==> src/sv/blc_pkg.sv <==
// ----------------------------------------------------------------------------
// blc_pkg
// Shared types, constants and the bracket decoder for the line checker.
// ----------------------------------------------------------------------------
package blc_pkg;

	// Stack geometry
	localparam int STACK_DEPTH = 32;
	localparam int CNT_W       = $clog2(STACK_DEPTH + 1);
	localparam int IDX_W       = (STACK_DEPTH > 1) ? $clog2(STACK_DEPTH) : 1;

	localparam int WEIGHT_W  = 16;
	localparam int SCORE_W   = 64;
	localparam int DEPTH_W   = 6;
	localparam int CFG_IDX_W = 8;

	// Configuration register indexes
	localparam logic [CFG_IDX_W-1:0] REG_WEIGHT_ROUND  = 8'd0;
	localparam logic [CFG_IDX_W-1:0] REG_WEIGHT_SQUARE = 8'd1;
	localparam logic [CFG_IDX_W-1:0] REG_WEIGHT_CURLY  = 8'd2;
	localparam logic [CFG_IDX_W-1:0] REG_WEIGHT_ANGLE  = 8'd3;

	localparam logic [WEIGHT_W-1:0] WEIGHT_ROUND_RST  = 16'd3;
	localparam logic [WEIGHT_W-1:0] WEIGHT_SQUARE_RST = 16'd57;
	localparam logic [WEIGHT_W-1:0] WEIGHT_CURLY_RST  = 16'd1197;
	localparam logic [WEIGHT_W-1:0] WEIGHT_ANGLE_RST  = 16'd25137;

	// ASCII codes of the brackets
	localparam logic [7:0] CH_ROUND_OPEN   = 8'h28;
	localparam logic [7:0] CH_ROUND_CLOSE  = 8'h29;
	localparam logic [7:0] CH_SQUARE_OPEN  = 8'h5B;
	localparam logic [7:0] CH_SQUARE_CLOSE = 8'h5D;
	localparam logic [7:0] CH_CURLY_OPEN   = 8'h7B;
	localparam logic [7:0] CH_CURLY_CLOSE  = 8'h7D;
	localparam logic [7:0] CH_ANGLE_OPEN   = 8'h3C;
	localparam logic [7:0] CH_ANGLE_CLOSE  = 8'h3E;

	typedef enum logic [1:0] {
		KIND_ROUND  = 2'd0,
		KIND_SQUARE = 2'd1,
		KIND_CURLY  = 2'd2,
		KIND_ANGLE  = 2'd3
	} kind_t;

	typedef enum logic [1:0] {
		ST_BALANCED   = 2'd0,
		ST_INCOMPLETE = 2'd1,
		ST_CORRUPT    = 2'd2,
		ST_OVERFLOW   = 2'd3
	} line_status_t;

	typedef enum logic [1:0] {
		S_IDLE,
		S_FINISH,
		S_WALK,
		S_EMIT
	} state_t;

	typedef struct packed {
		logic [7:0] symbol;
		logic       line_end;
	} sym_t;

	typedef struct packed {
		line_status_t         line_status;
		logic [1:0]           bad_kind;
		logic [WEIGHT_W-1:0]  line_error_score;
		logic [SCORE_W-1:0]   error_total;
		logic [SCORE_W-1:0]   completion_score;
		logic [DEPTH_W-1:0]   open_depth;
	} res_t;

	typedef struct packed {
		logic  clr;
		logic  push;
		logic  pop;
		kind_t kind;
	} stack_op_t;

	typedef struct packed {
		logic  is_br;
		logic  is_open;
		kind_t kind;
	} sym_class_t;

	function automatic sym_class_t classify(input logic [7:0] c);
		sym_class_t r;
		r = '{is_br: 1'b1, is_open: 1'b0, kind: KIND_ROUND};
		unique case (c)
			CH_ROUND_OPEN:   begin r.is_open = 1'b1; r.kind = KIND_ROUND;  end
			CH_SQUARE_OPEN:  begin r.is_open = 1'b1; r.kind = KIND_SQUARE; end
			CH_CURLY_OPEN:   begin r.is_open = 1'b1; r.kind = KIND_CURLY;  end
			CH_ANGLE_OPEN:   begin r.is_open = 1'b1; r.kind = KIND_ANGLE;  end
			CH_ROUND_CLOSE:  r.kind = KIND_ROUND;
			CH_SQUARE_CLOSE: r.kind = KIND_SQUARE;
			CH_CURLY_CLOSE:  r.kind = KIND_CURLY;
			CH_ANGLE_CLOSE:  r.kind = KIND_ANGLE;
			default:         r.is_br = 1'b0;
		endcase
		return r;
	endfunction

endpackage

==> src/sv/blc_horner.sv <==
// ----------------------------------------------------------------------------
// blc_horner
// Saturating base-5 multiply-add, stepped once per stack entry from the top.
// ----------------------------------------------------------------------------
module blc_horner (
	input  logic                        clk,
	input  logic                        arst_n,
	input  logic                        start,
	input  logic [blc_pkg::CNT_W-1:0]   depth,
	input  blc_pkg::kind_t              kind,
	output logic [blc_pkg::IDX_W-1:0]   walk_addr,
	output logic                        last,
	output logic [blc_pkg::SCORE_W-1:0] acc
);

	logic [blc_pkg::CNT_W-1:0]   idx_q;
	logic [blc_pkg::SCORE_W-1:0] acc_q;
	logic [blc_pkg::SCORE_W+2:0] sum;
	logic [blc_pkg::SCORE_W-1:0] step;

	// acc * 5 + (kind + 1); anything above 64 bits saturates
	always_comb begin
		sum  = {1'b0, acc_q, 2'b00}
			+ {3'b000, acc_q}
			+ (blc_pkg::SCORE_W + 3)'({1'b0, kind} + 3'd1);
		step = (sum[blc_pkg::SCORE_W+2:blc_pkg::SCORE_W] != 3'b000)
			? {blc_pkg::SCORE_W{1'b1}} : sum[blc_pkg::SCORE_W-1:0];
	end

	always_ff @(posedge clk or negedge arst_n) begin
		if (!arst_n) begin
			idx_q <= '0;
		end else if (start) begin
			idx_q <= depth;
		end else if (idx_q != '0) begin
			idx_q <= idx_q - blc_pkg::CNT_W'(1);
		end
	end

	always_ff @(posedge clk) begin
		if (start) begin
			acc_q <= '0;
		end else if (idx_q != '0) begin
			acc_q <= step;
		end
	end

	assign walk_addr = blc_pkg::IDX_W'(idx_q - blc_pkg::CNT_W'(1));
	assign last      = (idx_q == blc_pkg::CNT_W'(1));
	assign acc       = acc_q;

endmodule

==> config.mk <==
export PLATFORM = sky130hd
export DESIGN_NAME = blc_horner
export DESIGN_NICKNAME = d
export VERILOG_FILES = /design/src/sv/blc_pkg.sv /design/src/sv/blc_horner.sv
export SDC_FILE = /design/constraint.sdc
export NUM_CORES = 1
export LEC_CHECK = 0
export BUFFER_PORTS_ARGS = -buffer_cell sky130_fd_sc_hd__buf_4
export CAP_MARGIN = 15
export CORE_MARGIN = 2
export CORE_UTILIZATION = 45
export CTS_CLUSTER_SIZE = 10
export DETAILED_ROUTE_END_ITERATION = 10
export GPL_TIMING_DRIVEN = 0
export SETUP_SLACK_MARGIN = 0.1
export SYNTH_ARGS = -nofsm -noshare
export SYNTH_HDL_FRONTEND = slang
export SYNTH_SLANG_ARGS = --single-unit
==> constraint.sdc <==
create_clock -name clk -period 3.9 [get_ports clk]
set_input_delay 0.39 -clock clk [delete_from_list [all_inputs] [get_ports clk]]
set_output_delay 0.39 -clock clk [all_outputs]
set_load 0.1 [all_outputs]
Yosys cells after proc, flatten, opt, wreduce, memory -nomap -nowiden
Index checks and enable logic that the tools add are counted.
{"block": "totals", "register_bits": 70, "in_bits": 11, "elab_cells": 13}
{"block": "classes", "n_addsub": 4, "n_eq_ne": 1, "mux": 3, "reduce_logical": 3}
{"operator": "66-bit by 64-bit adder with 67-bit output", "count": 1}
{"operator": "67-bit by 3-bit adder with 67-bit output", "count": 1}
{"operator": "64-bit two-way mux", "count": 1}
{"operator": "6-bit two-way mux", "count": 2}
{"operator": "6-bit by 1-bit == test with 1-bit output (second input constant)", "count": 1}
{"operator": "6-bit nonzero test", "count": 1}
{"operator": "6-bit by 1-bit subtractor with 6-bit output (second input constant)", "count": 1}
{"operator": "2-bit by 1-bit adder with 3-bit output (second input constant)", "count": 1}
{"operator": "3-bit nonzero test", "count": 1}
{"operator": "2-bit nonzero test", "count": 1}

Longest topological paths before layout
{"block": "depth", "depth_word": 4, "ltp_mapped": 16, "depth_no_buf": 14}

Worst setup path before layout
OpenSTA, ideal clock, no wires.
{"block": "synth_path", "path_type": "flip-flop to flip-flop", "start": "reg acc_q, in the netlist acc[22]", "end": "reg acc_q, in the netlist acc[10]", "setup_ns": 0.146, "t_arrival_ns": 3.455, "required_time_ns": 3.754, "slack_ns": 0.299, "stages_incl_launch_ff": 15, "n_path_buf": 3, "synth_period_minus_slack_ns": 3.601, "cell_sequence": "dfxtp_1 > ha_1 > buf_6 > a21o_1 > a21o_1 > a221oi_2 > o221ai_2 > a31o_1 > o21ai_1 > nand3_2 > a21oi_2 > o21a_1 > buf_6 > buf_12 > a211oi_2"}
{"block": "synth_via", "elab_chain_cells": 4}
{"element": "from (decl)", "line_no": "blc_horner.sv:17", "rtl": "logic [blc_pkg::SCORE_W-1:0] acc_q;"}
{"element": "from (signal assigned)", "line_no": "blc_horner.sv:44", "rtl": "acc_q <= step;"}
{"element": "66-bit by 64-bit adder with 67-bit output", "line_no": "blc_horner.sv:24", "rtl": "+ {3'b000, acc_q}"}
{"element": "67-bit by 3-bit adder with 67-bit output", "line_no": "blc_horner.sv:25", "rtl": "+ (blc_pkg::SCORE_W + 3)'({1'b0, kind} + 3'd1);"}
{"element": "3-bit nonzero test", "line_no": "blc_horner.sv:26", "rtl": "step = (sum[blc_pkg::SCORE_W+2:blc_pkg::SCORE_W] != 3'b000)"}
{"element": "64-bit two-way mux", "line_no": "blc_horner.sv:27", "rtl": "? {blc_pkg::SCORE_W{1'b1}} : sum[blc_pkg::SCORE_W-1:0];"}
Every way passes these cells.
A chain may end at the register's enable or synchronous reset.

Final worst setup path
{"block": "layout_path", "start": "reg acc_q, in the netlist acc[22]", "end": "reg acc_q, in the netlist acc[48]"}
{"block": "layout_via", "elab_chain_cells": 4}
{"element": "66-bit by 64-bit adder with 67-bit output *", "line_no": "blc_horner.sv:24"}
{"element": "67-bit by 3-bit adder with 67-bit output *", "line_no": "blc_horner.sv:25"}
{"element": "3-bit nonzero test", "line_no": "blc_horner.sv:26"}
{"element": "64-bit two-way mux *", "line_no": "blc_horner.sv:27"}
Every way passes the cells marked *; elsewhere a longest branch is shown, timed or not.

==> metrics.log <==
[metrics] outcome: complete, no violations
[metrics] via count of the first global-routing pass: a little over 6000
[metrics] final number of max-transition violations: 0
[metrics] number of design rule violations left after detail routing: 0
[metrics] unrepaired setup endpoints after global routing: no
[metrics] classification of the worst-slack hold path: input pin to register
[metrics] DIE WIDTH: ~130 µm
[metrics] highest signal layer in the routed design: met4
[metrics] cell area after synthesis: approximately 7000 µm²
[metrics] WL met3: between 600 and 700 µm
[metrics] basic-gate share of the synthesized area counting and, or, nand and nor cells: 0.182
[metrics] M1 wire length: 9.64 mm
[metrics] compound-gate portion of the synthesized area: 0.350
[metrics] EDFF count, synth: 0
[metrics] clock sinks: 70
[metrics] Buffers on Ports: about 80
[metrics] Placement Rows: 45
[metrics] count of state elements after synthesis: 70
[metrics] worst-path fanout max: 8
[metrics] TritonCTS clock tree: yes
[metrics] relative max-transition margin: 0.450
[metrics] routed wire length: approximately 20 mm
[metrics] Avg Synthesized Cell Area: 8.01 µm²
[metrics] asr flop ratio synth: 0.0857
[metrics] post-synthesis xor/xnor area fraction: 0.0824
[metrics] Max Buffers Root-to-Sink: 2
[metrics] worst hold path stage count: 3
[metrics] Endpoint, Worst Hold: idx_q[1]$_DFFE_PN0P_
[metrics] instance count of the mapped netlist: between 800 and 900
[metrics] wire length per cell: around 17 µm
[metrics] CTS Root Buffer Type: clkbuf_16
[metrics] remaining global-route overflow: 0
[metrics] placed standard-cell area: 7840 µm²
[metrics] number of vias after detailed routing: approximately 6700
[metrics] number of DRC violations after detailed-routing iteration 0: 509
[metrics] area grow syn2layout: 17.3%
[metrics] end of the worst register-to-register path: acc[48]$_SDFFE_PP0P_
[metrics] number of antenna violations at the first check in global routing: 0
[metrics] kind of start point of the critical path: register
[metrics] pin count of the biggest net entering global routing: 14
[metrics] Period minus WS final: approximately 3.6 ns
[metrics] core occupancy in the finished layout: 0.541
[metrics] DIE HEIGHT: roughly 130 µm
[metrics] I/O pins: slightly above 80
[metrics] share of layout cells above drive strength 1: 0.204
[metrics] R2R Setup Slk: about 0.32 ns
[metrics] Met2 Wirelength: approximately 9 mm
[metrics] Post-Syn Nets: between 900 and 1000
[metrics] largest family of logic cells by synthesized area: compound AO/OA/AOI/OAI gates
[metrics] detailed-placement wirelength estimate: 15.3 mm
[metrics] area of the die: about 17000 µm²
[metrics] final number of setup-violating endpoints: 0
[metrics] placeable core area: around 15000 µm²
[metrics] most used flip-flop cell after synthesis: dfxtp_1
[metrics] NumNets Final: 1044
[metrics] Inserted Clock Buffers: 9
[metrics] fraction of the mapped netlist area in adder cells: 0.121
[metrics] antenna cell count: 0
[metrics] count of cells along the worst register-to-register path: 12
[metrics] origin of the worst min-delay path: depth[1]
[metrics] post-route design area: approximately 8200 µm²
[metrics] hold violation total from the final report: 0
[metrics] CTS clock-pin slew for the worst setup and hold paths: roughly 0.06 ns
[metrics] largest cells by area after synthesis: dfxtp_1 (18%), ha_1 (12%), a211oi_2 (11%)
[metrics] period utilisation layout: 0.919
[metrics] origin of the worst setup path: acc[22]$_SDFFE_PP0P_
[metrics] share of synthesized area spent on multiplexers: 0.00143
[metrics] max cap viols: 0
[metrics] residual antenna-violating net count after detailed routing: 0
[metrics] Arrival @ worst endpoint: a little under 4 ns
[metrics] YS warnings: 0
[metrics] Reg2Reg Launch Point: acc[22]$_SDFFE_PP0P_
[metrics] top cell type's share of synthesized area: 0.183
[metrics] maximum level of the CTS H-tree: 3
[metrics] sequential-to-total area share from yosys stat: 0.204
[metrics] clock latency on the worst-skew pair: between 0.3 and 0.4 ns
[metrics] endpoint type of the worst setup path: register
[metrics] library cell occupying the most area in the post-synthesis netlist: dfxtp_1
[metrics] Worst Max-Slew Pin Slew: between 0.8 and 0.9 ns
[metrics] hold_ws: between 0.2 and 0.3 ns
[metrics] effective utilization at floorplan: 0.461
[metrics] drt pass-1 iters: 5
[metrics] Post CTS Setup Buffer Count: 0
[metrics] CP Data Required Time: 4.17 ns
[metrics] total routing resource utilization after global routing: 0.239
[metrics] final sum of negative setup slack: 0 ns
[metrics] startpoint-to-endpoint class of the critical path: register to register
[metrics] first-pass GRT wire length: about 32 mm
[metrics] last weighted congestion value of the routability-driven placer: about 0.89
[metrics] Yosys cell types: 67
[metrics] maximum achievable frequency: approximately 280 MHz
[metrics] Fin Clk Skew: between 0.008 and 0.009 ns
[metrics] ratio of routed vias to standard cells: a little under 6
[worst max-delay path: stages (launching register included)]
cell and delay (ns):
dfxtp_1 0.40, ha_1 0.27, buf_6 0.14, o21ai_0 0.30, o21bai_1 0.16, a211oi_1 0.55
nor3_1 0.13, nor3b_2 0.45, a31oi_4 0.19, a31oi_2 0.34, o21ai_0 0.19, xnor2_1 0.17
a211oi_2 0.21
[final cells by class]
cell class	instances	area, µm²
fill	1496	6980
multi-input combinational	728	5170
sequential	70	1430
timing repair buffer	80	603
buffer	55	338
tap	188	235
clock buffer	9	225
clock inverter	7	145
inverter	22	82.6
[cells by family after synthesis]
group | count (synthesis)
xor+xnor | 66
mux | 1
flops | 70
compound gates | 312
fa+ha+maj | 67
simple gates | 282
buf+inv | 77
[cell usage after synthesis, types with 22 or more instances]
cell type  number
a211oi_2       62
a21o_1         44
nor2_1        121
a21oi_1        74
o21ai_0        42
nand2_1        77
inv_1          22
clkbuf_1       35
xnor2_1        34
dfxtp_1        64
nand4_1        24
ha_1           66
xor2_1         32
[flip-flops by register name (all words and copies together), names as in the netlist]
signal / cells
acc: 64
idx_q: 6
[cell usage in the layout (no fill, tap or decap), types with 4 or more instances in the layout]
master,n
a21o_1,44
nor2_1,121
nand2_1,77
o21bai_1,13
ha_1,66
or3_1,4
clkbuf_1,35
a211oi_1,6
a21oi_1,74
a31oi_1,4
bufinv_16,4
o211ai_1,5
buf_12,6
nand4_1,24
buf_4,81
xnor2_1,34
buf_2,9
o221ai_1,5
inv_1,22
a221oi_1,4
a211oi_2,62
o21a_1,9
dfxtp_1,64
clkbuf_16,9
nand2b_1,4
dfrtp_1,6
nand3_1,7
or2_2,4
o31ai_1,5
o21ai_0,42
xor2_1,32
nor3_1,14
nor4_1,5
and2_1,5
nor2b_1,6
[per-stage QoR]
stage | setup WS, ns | cells
finish | 0.317 | 1159
global route | 0.231 | 1159
CTS | 0.159 | 1159
detailed placement | 0.0463 | 1142
global placement | 0.0452 | 1142
floorplan | 0.299 | 875
[metal layers]
metal / up-vias / track usage
met5: - / 0
li1: 3417 / -
met1: 3089 / 0.327
met3: 27 / 0.0270
met4: 0 / 0.0850
met2: 148 / 0.391
[repair_timing]
action,in CTS,in global routing
gates resized for setup,0,2
hold buffers,1,0
setup endpoints to repair,0,2
endpoints found under the hold margin,6,0
[worst max-delay path by stage]
stage | to | slack, ns | cells after the start
after floorplan | acc[10]$_SDFFE_PP0P_ | 0.30 | 14
after CTS | acc[60]$_SDFFE_PP0P_ | 0.16 | 14
after global routing | acc[48]$_SDFFE_PP0P_ | 0.23 | 14
after detailed placement | acc[60]$_SDFFE_PP0P_ | 0.05 | 15
after global placement | acc[60]$_SDFFE_PP0P_ | 0.05 | 15
final | acc[48]$_SDFFE_PP0P_ | 0.32 | 12
Power is left out: the tool's default activity adds up to more than one toggle a clock period on the data nets, which glitch-free logic cannot reach.
